[src/design/mips1_regfile.sv]
`timescale 1ns / 1ps
// ----------------------------------------------------------------------------
// mips1_regfile: general register file
// One write port, one registered read port. Per-entry valid bits make
// never-written entries read as zero; entry zero always reads zero.
// ----------------------------------------------------------------------------
module mips1_regfile #(
  parameter int unsigned Depth = 32
) (
  input  logic                     clk_i,
  input  logic                     rst_ni,
  input  logic [$clog2(Depth)-1:0] rd_addr_i,
  output logic [31:0]              rd_data_o,
  input  logic                     wr_en_i,
  input  logic [$clog2(Depth)-1:0] wr_addr_i,
  input  logic [31:0]              wr_data_i
);
  localparam int unsigned AW = $clog2(Depth);

  logic [31:0]    mem_q [Depth];
  logic [Depth-1:0] vld_q;
  logic [31:0]    data_q;
  logic           hit_q;

  always_ff @(posedge clk_i or negedge rst_ni) begin
    if (!rst_ni) begin
      vld_q <= '0;
      hit_q <= 1'b0;
    end else begin
      hit_q <= vld_q[rd_addr_i] && (rd_addr_i != '0);
      if (wr_en_i && (wr_addr_i != '0)) begin
        vld_q[wr_addr_i] <= 1'b1;
      end
    end
  end

  always_ff @(posedge clk_i) begin
    data_q <= mem_q[rd_addr_i];
    if (wr_en_i && (wr_addr_i != AW'(0))) begin
      mem_q[wr_addr_i] <= wr_data_i;
    end
  end

  assign rd_data_o = hit_q ? data_q : 32'd0;

endmodule

[config.mk]
export PLATFORM = sky130hd
export DESIGN_NAME = mips1_regfile
export DESIGN_NICKNAME = d
export VERILOG_FILES = /design/src/design/mips1_regfile.sv
export SDC_FILE = /design/constraint.sdc
export NUM_CORES = 1
export LEC_CHECK = 0
export ABC_AREA = 0
export CAP_MARGIN = 20
export CORE_UTILIZATION = 30
export CTS_BUF_LIST = sky130_fd_sc_hd__clkbuf_16
export DETAILED_ROUTE_END_ITERATION = 6
export DONT_BUFFER_PORTS = 1
export PLACE_DENSITY_LB_ADDON = 0.15
export SLEW_MARGIN = 30
export SYNTH_ARGS = -nofsm -noshare
export SYNTH_HDL_FRONTEND = slang
export SYNTH_SLANG_ARGS = --single-unit
[constraint.sdc]
create_clock -name clk_i -period 1.5 [get_ports clk_i]
set_input_delay 0.15 -clock clk_i [delete_from_list [all_inputs] [get_ports clk_i]]
set_output_delay 0.15 -clock clk_i [all_outputs]
set_load 0.03 [all_outputs]
Word level (Yosys, flattened, before mapping)
Memory sizes are Yosys's and may differ from the RTL's. A register that Yosys moved wholly into a read port is not among the register bits.
Index checks and enable logic that the tools add are counted.
- register bits after elaboration: 33
- RAM bits: 1024
- input port bits: 45
- output and inout bits: 32
- word-level logic and storage cells: 19
- memories: 1
- memory list (memory ; depth ; bits a word ; rd ports ; clocked after Yosys merged registers in ; write ports ; line ; source):
    mem_q ; 32 ; 32 ; 1 ; 1 ; 1 ; 20 ; logic [31:0] mem_q [Depth];
- $lt $le $gt $ge: 3
- mux-type cells: 7
- bitwise logic cells: 1
- reduce and logical (&&, ||, !) cells: 5
- operators by type and width (kind ; number):
    32-bit two-way mux ; 1
    32-bit bitwise OR ; 1
    5-bit by 6-bit less-than comparator with 1-bit output, second input constant ; 2
    5-bit nonzero test ; 2
    1-bit binary-select mux with 5-bit select ; 1
    1-bit demux with 5-bit select ; 1
    5-bit by 1-bit greater-or-equal comparator with 1-bit output, second input constant ; 1
    1-bit two-way mux ; 4
    1-bit logical AND ; 3

Logic depth before layout (Yosys ltp)
- depth after elaboration: 5
- depth in mapped cells: 8
- mapped depth without buffers: 4

Worst setup path after synthesis
OpenSTA, ideal clock, no wires.
- kind: input to register
- start point: in wr_addr_i[3]
- end point: mem mem_q[17][0] (enable)
- library setup time: 0.422 ns
- arrival: 2.059 ns
- data required time: 1.078 ns
- slack: -0.981 ns
- cell stages on the path: 2
- buffers on the path: 0
- path through: or3b_2 > nor2_1
- word-level cells in the longest chain between the ends: 4
- RTL lines (element ; line ; source):
    start, declared ; 15 ; input logic [$clog2(Depth)-1:0] wr_addr_i,
    5-bit nonzero test ; 39 ; if (wr_en_i && (wr_addr_i != AW'(0))) begin
    1-bit logical AND ; 39 ;
    1-bit two-way mux ; 39 ;
    1-bit two-way mux (implied by the code) ; 40 ; mem_q[wr_addr_i] <= wr_data_i;
    end, declared ; 20 ;
Several ways; a longest one is shown, not always the timed one.

Worst setup path in the final report
- start point: reg hit_q
- end point: out rd_data_o[6]
- word-level cells in the longest chain between the ends: 1
- RTL lines (element ; line ; source):
    start, declared ; 23 ; logic hit_q;
    start signal, assigned ; 30 ; hit_q <= vld_q[rd_addr_i] && (rd_addr_i != '0);
    32-bit two-way mux ; 44 ; assign rd_data_o = hit_q ? data_q : 32'd0;
    end, declared ; 13 ; output logic [31:0] rd_data_o,
Every way passes these cells.

==> reports/qor.csv <==
stage;metric;value;unit
status;status;complete, but fails checks;
status;failing checks;hold timing, setup timing;
worst_setup_path;Largest delay share family, worst path;buffers and inverters;
route;number of routed nets with antenna violations;0;
worst_hold_path;Hold Path End;data_q[0]$_DFF_P_;
worst_setup_path;Worst R2R Start;mem_q[21][20]$_DFFE_PP_;
worst_setup_path;largest stage delay on the critical path;420;ps
sta;Slew headroom;39.85;%
synthesis;cell count after synthesis;1990;
worst_setup_path;CP Launch Type;flip-flop;
global_route;maximum number of pins on one net before global-route repair;301;
worst_setup_path;FF-to-FF setup slack;30;ps
worst_setup_path;CP max FO;9;
sta;min cycle time layout;1858;ps
clock_network;clock sink count;1088;
clock_network;CTS tree;built;
global_route;initial antenna violation count;1;
floorplanning;Die X;374.2;um
layout;# diodes;0;
power;Clk pwr share;42.7;%
placement;gpl congestion;0.7294;
floorplanning;IO Pins;77;
route;TritonRoute pass-1 iters;5;
floorplanning;die height;374.2;um
sta;Pins Over Slew Limit;0;
worst_setup_path;CP Class;flip-flop to primary output;
clock_network;H-tree depth;3;
sta;RSZ-0062 raised after global routing;true;
synthesis;cell taking the most area after synthesis;edfxtp_1;
placement;Post-DP Area;0.04636;mm^2
layout;area delta synth->final;23.18;%
global_route;first-pass GRT wire length;163900;um
worst_setup_path;critical path arrival;1710;ps
placement;Port Buf Inserts;0;
route;vias post-DR;20480;
synthesis;Synth Flop Type;edfxtp_1;
power;Leakage;16.90;nW
floorplanning;die area;0.1400;mm^2
route;met3 WL;4425;um
clock_network;Clk pin slew, worst setup/hold paths;60;ps
synthesis;most common cell in the netlist;edfxtp_1;
clock_network;TritonCTS Buffers;117;
sta;fin worst setup slack;-358.2;ps
layout;layout cells sized above 1;30.88;%
route;Met1 Routed Length;50560;um
worst_setup_path;crit path cell chain;buf_4, buf_6, and2_4, buf_12;
worst_hold_path;Worst Hold Class;primary input to flip-flop;
synthesis;Synth async-reset ratio;2.941;%
route;metal2 WL;57120;um
power;Sw Ratio;21.30;%
sta;Worst Tran Pin Value;902.2;ps
placement;dpl hpwl;65960;um
worst_setup_path;endpoint type of the worst setup path;primary output;
worst_hold_path;hold_sp;rd_addr_i[3];
floorplanning;Site Rows;136;
global_route;vias in the first global route;21890;
route;Total Wirelength;114900;um
sta;Layout Skew;25.36;ps
sta;period utilization;123.9;%
worst_setup_path;r2r worst-path depth;4;
synthesis;Synth cell types;35;
layout;final net count;2308;
power;Sequential Power Share;50.7;%
floorplanning;Initial Util;30.22;%
synthesis;Synth Register Bits;1088;
worst_setup_path;CP bufs+invs;3;
synthesis;sequential area share after synthesis;77.46;%
route;initial drt markers;1593;
global_route;Overflow after GRT;0;
synthesis;most frequent cells after synthesis;edfxtp_1 (1024), mux2i_1 (204), mux4_2 (163), a221oi_1 (64), clkbuf_1 (55);
layout;Final Cell Area;0.05119;mm^2
floorplanning;Core Region;0.1375;mm^2
worst_setup_path;FF-to-FF End;data_q[20]$_DFF_P_;
power;P_sw;14.40;mW
sta;final setup fails;32;
sta;hold slack;-434.4;ps
worst_hold_path;hold-critical path depth;1;
power;VDD IR-drop max;0.001098;V
synthesis;EDFF count, synth;1024;
worst_setup_path;Worst Path Required;1350;ps
clock_network;worst-case clock buffer depth;3;
global_route;GRT Util Overall;16.45;%
synthesis;synthesized area per cell;20.88;um^2
route;highest metal used;met4;
route;per-cell routed wire length;27.60;um
layout;fin util;37.23;%
synthesis;Mapped Area;0.04156;mm^2
power;power share of the combinational group;6.7;%
sta;fmax;0.5381;GHz
sta;final hold vios;67;
worst_setup_path;Slowest-stage cell, CP;dfrtp_2;
synthesis;Ys Warns;0;
synthesis;Area contributors post-synth;edfxtp_1 (74%), mux4_2 (8.8%), mux2i_1 (4.9%);
job;max cap viols;0;
route;Via density;4.923;
clock_network;CTS root buffer;clkbuf_16;
synthesis;Synth top area share;74.00;%
route;DRC violations left;0;
power;P_int;53.18;mW
power;PwrDens;1320;mW/mm^2
clock_network;later-pin clock latency in the skew report;690;ps
flip-flops by register name, indices dropped and copies added, names as in the netlist:
| name | cells |
|---|---|
| mem_q | 1024 |
| data_q | 32 |
| vld_q | 31 |
| hit_q | 1 |
layer usage:
metal  vias up  track usage, %
met1     11050           21.92
met4         0           4.717
met5         -               0
met3       152           2.492
met2       455           27.76
li1       8827               -
per-stage QoR:
| stage | total power, mW | setup slack, ps | instances | setup TNS (ps) |
|---|---|---|---|---|
| final | 67.58 | -358.2 | 4161 | -10950 |
| after global routing | 69.78 | -407.9 | 4161 | -12510 |
| after CTS | 68.25 | -464.3 | 4142 | -13630 |
| after detailed placement | 38.53 | -310.7 | 3865 | -11650 |
| after global placement | 38.50 | -316.9 | 3865 | -13010 |
| after floorplan | 37.26 | -340.3 | 2021 | -180480 |
timing repair:
| item | 4_1_cts | 5_1_grt |
|---|---|---|
| pin swaps | 0 | 2 |
| gates resized for setup | 29 | 38 |
| cloned | 0 | 0 |
| setup endpoints to repair | 35 | 45 |
| endpoints found under the hold margin | 1099 | 382 |
| buffers inserted | 1 | 3 |
| hold buffers | 53 | 16 |
cells in the final DEF (no fill, tap or decap), types with 23 or more instances in the layout:
master / instances
and2_4: 32
clkinv_1: 29
conb_1: 32
o22ai_1: 42
nand2_1: 30
a221oi_1: 63
mux2_2: 29
clkbuf_16: 121
a211oi_1: 23
dfrtp_1: 31
dlygate4sd3_1: 34
dfxtp_1: 32
edfxtp_1: 1024
clkinv_2: 29
nor2_4: 32
buf_12: 134
or2_2: 31
mux4_2: 163
mux2i_1: 204
buf_4: 49
logic make-up after synthesis:
group	count (synthesis)	synth area share, %
flops	1088	77.46
mux	400	14.64
compound gates	210	4.137
other cells	1	0.009024
simple gates	174	2.117
buf+inv	117	1.632
worst max path at each step:
stage	startpoint	end	slack [ps]	cells after the start
after detailed placement	rd_addr_i[0]	data_q[28]$_DFF_P_	-310	5
after floorplan	wr_addr_i[0]	mem_q[10][0]$_DFFE_PP_	-340	2
after CTS	hit_q$_DFF_PN0_	rd_data_o[29]	-460	3
final	hit_q$_DFF_PN0_	rd_data_o[6]	-360	4
after global placement	rd_addr_i[0]	data_q[29]$_DFF_P_	-320	5
after global routing	hit_q$_DFF_PN0_	rd_data_o[6]	-410	4
final cells by class:
cell class	count	area (um^2)
Tap cell	1794	2245
Sequential cell	1088	32190
Clock buffer	121	3028
Clock inverter	102	849.6
Fill cell	12560	86300
Timing Repair Buffer	239	3530
Multi-Input combinational cell	816	9340
Inverter	1	3.754
power groups by stage:
| stage | combinational, mW | clock [mW] | sequential, mW |
|---|---|---|---|
| final | 4.52 | 28.8 | 34.2 |
| after global routing | 4.80 | 30.7 | 34.3 |
| after CTS | 4.41 | 29.6 | 34.3 |
| after detailed placement | 3.63 | 0 | 34.9 |
| after global placement | 3.62 | 0 | 34.9 |
| after floorplan | 2.57 | 0 | 34.7 |
Power figures use the tool's default switching activity.
