--- src/design/mips1_pkg.sv ---
`timescale 1ns / 1ps
// ----------------------------------------------------------------------------
// mips1_pkg: shared types and constants
// Opcodes, function codes, exception codes, request kinds and the structs
// used by the core sequencer and its multiply/divide unit.
// ----------------------------------------------------------------------------
package mips1_pkg;

  typedef enum logic [1:0] {
    KIND_FETCH = 2'd0,
    KIND_READ  = 2'd1,
    KIND_WRITE = 2'd2,
    KIND_COP   = 2'd3
  } kind_e;

  localparam logic [31:0] RESET_VECTOR = 32'hBFC0_0000;
  localparam logic [31:0] BOOT_HANDLER = 32'hBFC0_0180;
  localparam logic [31:0] RAM_HANDLER  = 32'h8000_0080;
  localparam logic [31:0] SIGN_BIT     = 32'h8000_0000;
  localparam logic [31:0] SEGMENT_MASK = 32'hF000_0000;
  localparam logic [31:0] PRID_VALUE   = 32'd2;

  localparam logic [5:0] OP_SPECIAL = 6'd0;
  localparam logic [5:0] OP_REGIMM  = 6'd1;
  localparam logic [5:0] OP_J       = 6'd2;
  localparam logic [5:0] OP_JAL     = 6'd3;
  localparam logic [5:0] OP_BEQ     = 6'd4;
  localparam logic [5:0] OP_BNE     = 6'd5;
  localparam logic [5:0] OP_BLEZ    = 6'd6;
  localparam logic [5:0] OP_BGTZ    = 6'd7;
  localparam logic [5:0] OP_ADDI    = 6'd8;
  localparam logic [5:0] OP_ADDIU   = 6'd9;
  localparam logic [5:0] OP_SLTI    = 6'd10;
  localparam logic [5:0] OP_SLTIU   = 6'd11;
  localparam logic [5:0] OP_ANDI    = 6'd12;
  localparam logic [5:0] OP_ORI     = 6'd13;
  localparam logic [5:0] OP_XORI    = 6'd14;
  localparam logic [5:0] OP_LUI     = 6'd15;
  localparam logic [5:0] OP_COP0    = 6'd16;
  localparam logic [5:0] OP_COP1    = 6'd17;
  localparam logic [5:0] OP_COP2    = 6'd18;
  localparam logic [5:0] OP_COP3    = 6'd19;
  localparam logic [5:0] OP_LB      = 6'd32;
  localparam logic [5:0] OP_LH      = 6'd33;
  localparam logic [5:0] OP_LWL     = 6'd34;
  localparam logic [5:0] OP_LW      = 6'd35;
  localparam logic [5:0] OP_LBU     = 6'd36;
  localparam logic [5:0] OP_LHU     = 6'd37;
  localparam logic [5:0] OP_LWR     = 6'd38;
  localparam logic [5:0] OP_SB      = 6'd40;
  localparam logic [5:0] OP_SH      = 6'd41;
  localparam logic [5:0] OP_SWL     = 6'd42;
  localparam logic [5:0] OP_SW      = 6'd43;
  localparam logic [5:0] OP_SWR     = 6'd46;
  localparam logic [5:0] OP_LWC0    = 6'd48;
  localparam logic [5:0] OP_LWC1    = 6'd49;
  localparam logic [5:0] OP_LWC2    = 6'd50;
  localparam logic [5:0] OP_LWC3    = 6'd51;
  localparam logic [5:0] OP_SWC0    = 6'd56;
  localparam logic [5:0] OP_SWC1    = 6'd57;
  localparam logic [5:0] OP_SWC2    = 6'd58;
  localparam logic [5:0] OP_SWC3    = 6'd59;

  localparam logic [5:0] FN_SLL     = 6'd0;
  localparam logic [5:0] FN_SRL     = 6'd2;
  localparam logic [5:0] FN_SRA     = 6'd3;
  localparam logic [5:0] FN_SLLV    = 6'd4;
  localparam logic [5:0] FN_SRLV    = 6'd6;
  localparam logic [5:0] FN_SRAV    = 6'd7;
  localparam logic [5:0] FN_JR      = 6'd8;
  localparam logic [5:0] FN_JALR    = 6'd9;
  localparam logic [5:0] FN_SYSCALL = 6'd12;
  localparam logic [5:0] FN_BREAK   = 6'd13;
  localparam logic [5:0] FN_MFHI    = 6'd16;
  localparam logic [5:0] FN_MTHI    = 6'd17;
  localparam logic [5:0] FN_MFLO    = 6'd18;
  localparam logic [5:0] FN_MTLO    = 6'd19;
  localparam logic [5:0] FN_MULT    = 6'd24;
  localparam logic [5:0] FN_MULTU   = 6'd25;
  localparam logic [5:0] FN_DIV     = 6'd26;
  localparam logic [5:0] FN_DIVU    = 6'd27;
  localparam logic [5:0] FN_ADD     = 6'd32;
  localparam logic [5:0] FN_ADDU    = 6'd33;
  localparam logic [5:0] FN_SUB     = 6'd34;
  localparam logic [5:0] FN_SUBU    = 6'd35;
  localparam logic [5:0] FN_AND     = 6'd36;
  localparam logic [5:0] FN_OR      = 6'd37;
  localparam logic [5:0] FN_XOR     = 6'd38;
  localparam logic [5:0] FN_NOR     = 6'd39;
  localparam logic [5:0] FN_SLT     = 6'd42;
  localparam logic [5:0] FN_SLTU    = 6'd43;
  localparam logic [5:0] FN_RFE     = 6'd16;

  localparam logic [4:0] COP0_MF = 5'd0;
  localparam logic [4:0] COP0_MT = 5'd4;
  localparam logic [4:0] COP0_CO = 5'd16;

  localparam logic [4:0] CP0_JUMPDEST = 5'd6;
  localparam logic [4:0] CP0_SR       = 5'd12;
  localparam logic [4:0] CP0_CAUSE    = 5'd13;
  localparam logic [4:0] CP0_EPC      = 5'd14;
  localparam logic [4:0] CP0_PRID     = 5'd15;

  localparam logic [4:0] EXC_INT  = 5'd0;
  localparam logic [4:0] EXC_ADEL = 5'd4;
  localparam logic [4:0] EXC_ADES = 5'd5;
  localparam logic [4:0] EXC_SYS  = 5'd8;
  localparam logic [4:0] EXC_BP   = 5'd9;
  localparam logic [4:0] EXC_RI   = 5'd10;
  localparam logic [4:0] EXC_CPU  = 5'd11;
  localparam logic [4:0] EXC_OV   = 5'd12;

  localparam logic [4:0] LINK_REG = 5'd31;

  typedef struct packed {
    logic start;
    logic div;
    logic sgn;
  } md_req_t;

  typedef struct packed {
    logic [4:0]  idx;
    logic [31:0] val;
  } load_t;

  typedef struct packed {
    kind_e       kind;
    logic [31:0] addr;
    logic [31:0] data;
    logic [3:0]  be;
    logic        exc;
    logic [4:0]  code;
  } res_t;

endpackage

--- src/design/mips1_muldiv.sv ---
`timescale 1ns / 1ps
// ----------------------------------------------------------------------------
// mips1_muldiv: iterative multiply/divide unit
// Shift-add multiply and restoring divide on magnitudes, one bit per cycle,
// followed by a sign fix-up step.
// ----------------------------------------------------------------------------
module mips1_muldiv (
  input  logic               clk_i,
  input  logic               rst_ni,
  input  mips1_pkg::md_req_t req_i,
  input  logic [31:0]        a_i,
  input  logic [31:0]        b_i,
  output logic               done_o,
  output logic [31:0]        hi_o,
  output logic [31:0]        lo_o
);
  import mips1_pkg::*;

  typedef enum logic [3:0] {
    MD_IDLE = 4'b0001,
    MD_RUN  = 4'b0010,
    MD_FIX  = 4'b0100,
    MD_DONE = 4'b1000
  } md_state_e;

  md_state_e   state_q, state_d;
  logic [31:0] hi_q, lo_q, opnd_q;
  logic [4:0]  cnt_q;
  logic        div_q, negq_q, negr_q;
  logic        na, nb;
  logic [31:0] ua, ub;
  logic [32:0] msum;
  logic [32:0] rsh;
  logic [33:0] diff;
  logic [63:0] prod_neg;

  assign na = req_i.sgn & a_i[31];
  assign nb = req_i.sgn & b_i[31];
  assign ua = na ? (32'd0 - a_i) : a_i;
  assign ub = nb ? (32'd0 - b_i) : b_i;

  assign msum     = {1'b0, hi_q} + (lo_q[0] ? {1'b0, opnd_q} : 33'd0);
  assign rsh      = {hi_q, lo_q[31]};
  assign diff     = {1'b0, rsh} - {2'b00, opnd_q};
  assign prod_neg = 64'd0 - {hi_q, lo_q};

  always_comb begin
    state_d = state_q;
    unique case (state_q)
      MD_IDLE: if (req_i.start) state_d = MD_RUN;
      MD_RUN:  if (cnt_q == 5'd31) state_d = MD_FIX;
      MD_FIX:  state_d = MD_DONE;
      MD_DONE: state_d = MD_IDLE;
      default: state_d = MD_IDLE;
    endcase
  end

  always_ff @(posedge clk_i or negedge rst_ni) begin
    if (!rst_ni) begin
      state_q <= MD_IDLE;
      cnt_q   <= '0;
    end else begin
      state_q <= state_d;
      if (state_q == MD_RUN) begin
        cnt_q <= cnt_q + 5'd1;
      end else begin
        cnt_q <= '0;
      end
    end
  end

  always_ff @(posedge clk_i) begin
    unique case (state_q)
      MD_IDLE: begin
        if (req_i.start) begin
          hi_q   <= '0;
          lo_q   <= ua;
          opnd_q <= ub;
          div_q  <= req_i.div;
          negq_q <= na ^ nb;
          negr_q <= na;
        end
      end
      MD_RUN: begin
        if (div_q) begin
          hi_q <= diff[33] ? rsh[31:0] : diff[31:0];
          lo_q <= {lo_q[30:0], ~diff[33]};
        end else begin
          hi_q <= msum[32:1];
          lo_q <= {msum[0], lo_q[31:1]};
        end
      end
      MD_FIX: begin
        if (div_q) begin
          if (negq_q) lo_q <= 32'd0 - lo_q;
          if (negr_q) hi_q <= 32'd0 - hi_q;
        end else if (negq_q) begin
          hi_q <= prod_neg[63:32];
          lo_q <= prod_neg[31:0];
        end
      end
      MD_DONE: ;
      default: ;
    endcase
  end

  assign done_o = (state_q == MD_DONE);
  assign hi_o   = hi_q;
  assign lo_o   = lo_q;

endmodule

--- config.mk ---
export PLATFORM = sky130hd
export DESIGN_NAME = mips1_muldiv
export DESIGN_NICKNAME = d
export VERILOG_FILES = /design/src/design/mips1_pkg.sv /design/src/design/mips1_muldiv.sv
export SDC_FILE = /design/constraint.sdc
export NUM_CORES = 1
export LEC_CHECK = 0
export BUFFER_PORTS_ARGS = -buffer_cell sky130_fd_sc_hd__buf_2
export CORE_MARGIN = 2
export CORE_UTILIZATION = 55
export CTS_BUF_LIST = sky130_fd_sc_hd__clkbuf_4 sky130_fd_sc_hd__clkbuf_8 sky130_fd_sc_hd__clkbuf_16
export DETAILED_ROUTE_END_ITERATION = 6
export PLACE_DENSITY = 0.83
export SLEW_MARGIN = 30
export SYNTH_ARGS = -nofsm -noshare
export SYNTH_HDL_FRONTEND = slang
export SYNTH_SLANG_ARGS = --single-unit
--- constraint.sdc ---
create_clock -name clk_i -period 4.7 [get_ports clk_i]
set_clock_uncertainty 0.15 [all_clocks]
set_input_delay 0.705 -clock clk_i [delete_from_list [all_inputs] [get_ports clk_i]]
set_output_delay 0.705 -clock clk_i [all_outputs]
set_load 0.01 [all_outputs]
# After elaboration in Yosys (flattened, before gate mapping)
# Cells that the tools add are included.
[word_totals] reg_bits=108 latch_bits=0 mem_bits_rw=0 rom_bits=0 input_bits=69 output_inout_bits=65 word_cells=55 memories=0
[classes] addsub=8 n_mul=0 div=0 magnitude_cmp=0 eq_ne=10 n_shift=0 muxes=20 bitwise_logic=4 reduce_logical=5
[ops] operator="32-bit two-way mux" count=14
[ops] operator="32-bit case mux with 3 select lines" count=2
[ops] operator="1-bit by 32-bit subtractor with 32-bit output, first input constant" count=4
[ops] operator="1-bit by 64-bit subtractor with 64-bit output, first input constant" count=1
[ops] operator="33-bit by 32-bit subtractor with 34-bit output" count=1
[ops] operator="32-bit by 32-bit adder with 33-bit output" count=1
[ops] operator="4-bit case mux with 3 select lines" count=1
[ops] operator="4-bit two-way mux" count=2
[ops] operator="2-bit != test, second input constant" count=3
[ops] operator="3-bit != test, second input constant" count=2
[ops] operator="5-bit by 1-bit adder with 5-bit output, second input constant" count=1
[ops] operator="5-bit == test, second input constant" count=1
[ops] operator="5-bit two-way mux" count=1
[ops] operator="4-bit by 1-bit == test with 1-bit output, second input constant" count=1
[ops] operator="4-bit by 2-bit == test with 1-bit output, second input constant" count=1
[ops] operator="4-bit by 3-bit == test with 1-bit output, second input constant" count=1
[ops] operator="4-bit == test, second input constant" count=1
[ops] operator="2-bit AND reduction" count=2
[ops] operator="4-bit AND reduction" count=1
[ops] operator="3-bit AND reduction" count=1
[ops] operator="3-bit nonzero test" count=1
[ops] operator="1-bit AND" count=2
[ops] operator="1-bit inverter" count=1
[ops] operator="1-bit bitwise XOR" count=1

# Logic depth before layout (Yosys ltp)
# Gate-level depths: netlist (run 1).
[logic_depth] word_depth=4 mapped_depth=14 depth_no_buf=13

# Worst setup path after synthesis (run 1)
# No wires, ideal clock.
[synth_timing] kind="register -> register" start="register lo_q[0] (netlist: lo_o[0])" end="register hi_q[27] (netlist: hi_o[27]) (data pin)" arrival_time_ps=3209 required_time_ps=4289 path_slack_ps=1080 stages_incl_launch_ff=15 path_cell_list="edfxtp_1 > inv_1 > clkbuf_1 > nor2_1 > ha_1 > clkbuf_1 > nand4_1 > a21oi_1 > a211oi_1 > o31ai_1 > a21oi_1 > o31ai_1 > a31oi_1 > xnor2_1 > a221o_1"
[synth_via] elab_chain_cells=4
[synth_lines] item="start, declared" line="mips1_muldiv.sv:27" source="logic [31:0] hi_q, lo_q, opnd_q;"
[synth_lines] item="start signal, assigned" line="mips1_muldiv.sv:77" source="lo_q <= ua;"
[synth_lines] item="start signal, assigned" line="mips1_muldiv.sv:87" source="lo_q <= {lo_q[30:0], ~diff[33]};"
[synth_lines] item="start signal, assigned" line="mips1_muldiv.sv:90" source="lo_q <= {msum[0], lo_q[31:1]};"
[synth_lines] item="1-bit by 64-bit subtractor with 64-bit output / 32-bit two-way mux (equally long branches)" line="mips1_muldiv.sv:45, mips1_muldiv.sv:42"
[synth_lines] item="32-bit two-way mux / 32-bit by 32-bit adder with 33-bit output (equally long branches)" line="mips1_muldiv.sv:97, mips1_muldiv.sv:42"
[synth_lines] item="32-bit two-way mux, on equally long branches" line="mips1_muldiv.sv:94, mips1_muldiv.sv:85"
[synth_lines] item="32-bit case mux with 3 select lines (*)" line="mips1_muldiv.sv:73" source="unique case (state_q)"
[synth_lines] item="end signal, assigned" line="mips1_muldiv.sv:86" source="hi_q <= diff[33] ? rsh[31:0] : diff[31:0];"
[synth_lines] item="end signal, assigned" line="mips1_muldiv.sv:96" source="if (negr_q) hi_q <= 32'd0 - hi_q;"
[synth_lines] item="end signal, assigned" line="mips1_muldiv.sv:98" source="hi_q <= prod_neg[63:32];"
[synth_lines] item="end, declared" line="mips1_muldiv.sv:27"
# Every way passes the cells marked *; elsewhere a longest branch is shown, timed or not. The select of a mux whose other input is x is not followed.
# A chain may end at the register's enable or synchronous reset.

# Final worst setup path (run 1)
# Same ends and word-level chain as after synthesis.

==> impl_metrics.py, run 1 <==
metrics = {
    "synthesis": {
        "synthArstFlopShare_pct": 8.33,
        "synth_top_area_share_pct": 26.9,
        "synth_seq_area_share_pct": 29.0,
        "ys_seq_elements": 108,
        "netlist_top_cells_count": "nor2_1 (132), nand2_1 (109), xnor2_1 (101)",
        "synth_most_common_cell": "nor2_1",
        "synthesis.nets": 1462,
        "yosys_most_used_dff": "edfxtp_1",
        "synth_edf_count": 99,
        "avgSynthCellArea_um2": 8.36,
        "synth_cell_types": 76,
        "synth_warnings": 0,
        "syn_area_mm2": 0.0110,
        "post-synth-top-area-cell": "edfxtp_1",
        "syn_inst": 1321,
        "synthTopCellsByArea": "edfxtp_1 (27%), xnor2_1 (8.0%), ha_1 (7.9%), xor2_1 (4.8%), nor2_1 (4.5%)",
    },
    "sta": {
        "setup_violations": 0,
        "period_share_pct": 86.0,
        "worst_slew_pin_slew_ns": 0.960,
        "slew_headroom_pct": 35.8,
        "hold_ws_ns": 0.0295,
        "drv_slew": 0,
        "final_hold_viol_count": 0,
        "fmax_ghz": 0.248,
        "fin_tns_setup_ns": 0,
        "rsz0062_at_grt": "false",
        "post-route-min-period_ns": 4.04,
    },
    "power_and_ir_drop": {
        "ir_worst_vdd_mv": 0.316,
        "p_per_area_mw_per_mm2": 596,
        "p_leak_nw": 5.14,
    },
    "global_route": {
        "grt_max_degree": 58,
        "grt_use_total_pct": 29.7,
        "antenna_found_initial": 0,
        "grt_pass1_vias": 10000,
        "grt_overflow": 0,
        "grt_pass1_wl_um": 51300,
    },
    "cts": {
        "cts_root_buf": "clkbuf_16",
        "clock_path_buffers": 2,
        "clock_latency_ns": 0.37,
        "cts_buffers": 9,
        "post-cts-setup-buffer-count": 0,
        "clk_pin_slew_ns": 0.07,
        "cts_sinks": 108,
        "cts_tree": "done",
        "h-tree-depth": 3,
        "hold_buffers": 0,
        "cts_resized": 0,
    },
    "setup_path": {
        "crit_chain": "inv_1 -> buf_4 -> nor2_1 -> ha_1 -> nand2b_1 -> a21oi_1 -> a211oi_1 -> o31ai_1 -> a21oi_1 -> o31ai_1 -> a31oi_1 -> xnor2_1 -> a221o_1",
        "r2r_slack_ns": 0.66,
        "worstPathMaxFanout": 32,
        "path_buf_inv": 2,
        "critical-path-top-delay-family": "compound AO/OA/AOI/OAI gates",
        "critPathLaunchType": "register",
        "rr_worst_depth": 13,
        "max_stage_delay_ns": 0.53,
        "r2r_start": "lo_o[0]",
        "crit_type": "register to register",
        "cp.arrival_ns": 4.01,
        "r2r-end": "hi_o[27]",
        "required_ns": 4.67,
        "cpMaxStageDelayCell": "edfxtp_1",
        "end_kind": "register",
    },
    "place": {
        "numPortBuffers": 133,
        "gp_congestion": 0.949,
        "dpl.hpwl_um": 24400,
        "dp.cells": 1680,
    },
    "cells_and_area": {
        "fin_cells": 1696,
        "n_antenna_cell": 0,
        "drive_above_1_share_pct": 13.3,
        "area_delta_synth_final_pct": 11.6,
        "final_nets": 1567,
        "nFillCells": 1691,
    },
    "detailed_routing": {
        "vias": 10800,
        "drc": 0,
        "first_iter_violations": 985,
        "drt_first_pass_iters": 6,
        "routed_wl_um": 32600,
        "viasPerCell": 6.36,
        "avgRoutedWirePerCell_um": 19.2,
        "ant_nets": 0,
    },
    "floorplan": {
        "row_count": 51,
        "die_y_um": 146,
        "die-width_um": 146,
        "die_area_mm2": 0.0212,
        "start_util_pct": 56.4,
        "boundaryPins": 134,
        "core_area_mm2": 0.0196,
    },
    "worst_hold_path": {
        "hp-class": "input pin to asynchronous set/reset pin",
    },
    "run_status": {
        "outcome": "finished clean",
    },
    "run": {
        "cap_violations": 0,
    },
}
-- power breakdown --
| part | internal, W | total (W) | switching (W) |
|---|---|---|---|
| clock network | 0.000470 | 0.000833 | 0.000363 |
| registers | 0.00151 | 0.00203 | 0.000514 |
| logic | 0.00181 | 0.00450 | 0.00269 |
-- state kept, by name (all words and copies together), names as in the netlist --
signal,flops
cnt_q,5
div_q,1
hi_o,32
lo_o,32
negq_q,1
negr_q,1
opnd_q,32
state_q,4
-- per-stage QoR --
| step | area [µm²] | power (W) | worst slack (ns) | util, % |
|---|---|---|---|---|
| floorplan | 11000 | 0.00513 | 1.08 | - |
| global placement | 12000 | 0.00630 | 0.870 | 61.2 |
| detailed placement | 12000 | 0.00641 | 0.769 | 61.4 |
| CTS | 12300 | 0.00727 | 0.776 | 63.0 |
| global route | 12300 | 0.00787 | 0.380 | 63.0 |
| finish | 12300 | 0.00735 | 0.660 | 63.0 |
-- layout by cell type, fill, tap and decap left out, types with 41 or more instances in the layout --
cell type	netlist	final
buf_2	1	133
nor2_1	132	130
nand2_1	109	109
xnor2_1	101	101
edfxtp_1	99	99
a21oi_1	96	95
o21ai_0	76	76
ha_1	70	70
inv_1	64	64
xor2_1	61	61
mux2i_1	41	41
-- layout make-up --
| cell class | count | area [µm²] | share of cell area (%) |
|---|---|---|---|
| clock buffer | 14 | 280 | 2.27 |
| clock inverter | 2 | 35.0 | 0.284 |
| inverter | 66 | 248 | 2.01 |
| multi-input combinational | 1092 | 7420 | 60.2 |
| sequential | 108 | 3200 | 25.9 |
| tap | 265 | 332 | 2.69 |
| timing repair buffer | 149 | 818 | 6.63 |
-- logic make-up (layout without fill, tap and decap cells) --
logic type / after synthesis / in the layout / synth area share (%)
simple gates: 451 / 451 / 20.3
compound gates: 365 / 365 / 21.7
xor+xnor: 162 / 162 / 12.8
buf+inv: 121 / 231 / 4.16
flops: 108 / 108 / 29.0
fa+ha+maj: 72 / 72 / 8.29
mux: 42 / 42 / 3.82
-- how the worst max path moves through the flow --
stage	from	endpoint	slack, ns	cells past startpoint
finish	lo_o[0]	hi_o[27]	0.66	13
global route	lo_o[0]	hi_o[27]	0.38	13
CTS	lo_o[0]	hi_o[27]	0.78	13
detailed placement	a_i[12]	lo_o[29]	0.77	10
global placement	lo_o[0]	hi_o[27]	0.87	13
floorplan	lo_o[0]	hi_o[27]	1.08	14
-- routing by layer --
metal | share of wire [%] | up-vias | track usage [%]
met5 | 0 | - | 0
met1 | 41 | 5059 | 37.8
met3 | 7.7 | 102 | 4.64
met4 | 4.6 | 0 | 16.4
li1 | - | 5108 | -
met2 | 47 | 520 | 48.5
Note: power is estimated with default switching activity, not from simulation.
==> inputs of run 2 (changes only) <==
- GPL_TIMING_DRIVEN: default -> 0
==> run 2 against run 1 <==
Effect of this change:
- wire length up 5.9%
- worst setup slack lost 0.53 ns
- maximum frequency is 12% lower
- sequential power about the same
- core utilization grew 0.91 points
- combinational power rose by 4%
- first-iteration DRC count up 32%
==> impl_metrics.py, run 2 (synthesized netlist as in run 1, its figures left out) <==
metrics = {
    "cts": {
        "cts_sinks": 108,
        "post-cts-setup-buffer-count": 0,
        "cts_root_buf": "clkbuf_16",
        "clock_latency_ns": 0.38,
        "cts_buffers": 9,
        "clk_pin_slew_ns": 0.09,
        "h-tree-depth": 3,
        "hold_buffers": 0,
        "cts_tree": "done",
        "clock_path_buffers": 2,
        "cts_resized": 0,
    },
    "sta": {
        "worst_slew_pin_slew_ns": 0.934,
        "drv_slew": 0,
        "period_share_pct": 97.2,
        "final_hold_viol_count": 0,
        "rsz0062_at_grt": "false",
        "hold_ws_ns": 0.00851,
        "post-route-min-period_ns": 4.57,
        "fmax_ghz": 0.219,
        "slew_headroom_pct": 36.9,
        "setup_violations": 0,
    },
    "cells_and_area": {
        "nFillCells": 1668,
        "final_area_mm2": 0.0125,
        "drive_above_1_share_pct": 12.6,
        "layout.cells.most_common": "buf_2",
        "mostFrequentLayoutCells": "buf_2 (135), nor2_1 (130), nand2_1 (109), xnor2_1 (101), edfxtp_1 (99)",
        "area_delta_synth_final_pct": 13.3,
        "final_nets": 1609,
        "n_antenna_cell": 0,
    },
    "detailed_routing": {
        "viasPerCell": 6.46,
        "routed_wl_um": 34600,
        "first_iter_violations": 1300,
        "drc": 0,
        "drt_first_pass_iters": 6,
        "avgRoutedWirePerCell_um": 19.9,
        "ant_nets": 0,
        "vias": 11200,
    },
    "power_and_ir_drop": {
        "power.combinational.fraction_pct": 61.4,
        "p_leak_nw": 5.17,
        "p_per_area_mw_per_mm2": 607,
        "ir_worst_vdd_mv": 0.292,
        "swShare_pct": 49.9,
        "finalPower_w": 0.00759,
        "p_clk_share_pct": 11.6,
        "p_switching_w": 0.00379,
        "p_seq_share_pct": 27.0,
        "p_int_w": 0.00380,
    },
    "floorplan": {
        "die_y_um": 146,
        "row_count": 51,
        "core_area_mm2": 0.0196,
        "start_util_pct": 56.4,
        "boundaryPins": 134,
        "die-width_um": 146,
        "die_area_mm2": 0.0212,
    },
    "global_route": {
        "grt_use_total_pct": 32.2,
        "grt_pass1_wl_um": 55100,
        "grt_overflow": 0,
        "grt_max_degree": 26,
        "antenna_found_initial": 0,
        "grt_pass1_vias": 10500,
    },
    "setup_path": {
        "cp.arrival_ns": 4.62,
        "end_kind": "register",
        "required_ns": 4.75,
        "crit_type": "register to register",
        "critPathLaunchType": "register",
        "worstPathMaxFanout": 10,
    },
    "place": {
        "dpl.hpwl_um": 26600,
        "numPortBuffers": 133,
        "gp_congestion": 0.950,
        "dpl-instance-area_mm2": 0.0122,
    },
    "worst_hold_path": {
        "hp-class": "input pin to asynchronous set/reset pin",
    },
    "run": {
        "cap_violations": 0,
    },
    "run_status": {
        "outcome": "finished clean",
    },
}
-- run 2: critical path, stage by stage, from the launching register on --
cell      delay [ns]
edfxtp_1        0.56
inv_1           0.24
buf_2           0.33
nor2_1          0.09
ha_1            0.28
clkbuf_1        0.26
nand4_1         0.24
a21oi_1         0.23
a211oi_1        0.14
o31a_1          0.39
o21ai_0         0.32
a21oi_1         0.18
o21ai_0         0.35
mux2_2          0.40
o32ai_1         0.22
-- run 2: area by class of cell --
cell class,instances,area [µm²],share of cell area (%)
Timing Repair Buffer,137,756,6.04
Clock inverter,3,30.0,0.240
Clock buffer,13,303,2.42
Sequential cell,108,3200,25.6
Multi-Input combinational cell,1092,7430,59.4
Inverter,66,248,1.98
Buffer,54,211,1.69
Tap cell,265,332,2.65
-- run 2: power by group through the flow --
| stage | Clock [W] | Combinational (W) | Sequential [W] |
|---|---|---|---|
| finish | 0.000879 | 0.00466 | 0.00205 |
| global route | 0.000898 | 0.00509 | 0.00209 |
| CTS | 0.000863 | 0.00456 | 0.00203 |
| detailed placement | 0 | 0.00453 | 0.00205 |
| global placement | 0 | 0.00433 | 0.00206 |
| floorplan | 0 | 0.00314 | 0.00199 |
-- run 2: per-layer routing --
layer  global-route usage [%]  wire length, µm  up-vias
met3                     4.89             3540      108
met4                     15.5             1500        0
li1                         -                -     5190
met1                     43.9            13900     5210
met5                        0                0        -
met2                     50.2            15600      715
-- run 2: per-stage QoR --
stage | util (%) | TNS, ns | setup WS (ns) | std cells
detailed placement | 62.1 | 0 | 0.0915 | 1723
floorplan | - | 0 | 1.08 | 1321
CTS | 63.8 | 0 | 0.0578 | 1739
finish | 63.9 | 0 | 0.132 | 1738
global placement | 61.5 | -3.77 | -0.119 | 1719
global route | 63.9 | 0 | 0.00534 | 1738
-- run 2: path summary, 6_finish.rpt --
check / endpoint / slack, ns / start / cells past startpoint
max in group asynchronous: state_q[0] / 4.15 / rst_ni / 1
worst min register to register: cnt_q[0] / 0.31 / cnt_q[0] / 1
worst min-delay path: cnt_q[4] / 0.009 / rst_ni / 1
worst max-delay path: hi_o[29] / 0.13 / lo_o[0] / 14
worst max register to register: hi_o[29] / 0.13 / lo_o[0] / 14
min in group clk_i: cnt_q[0] / 0.31 / cnt_q[0] / 1
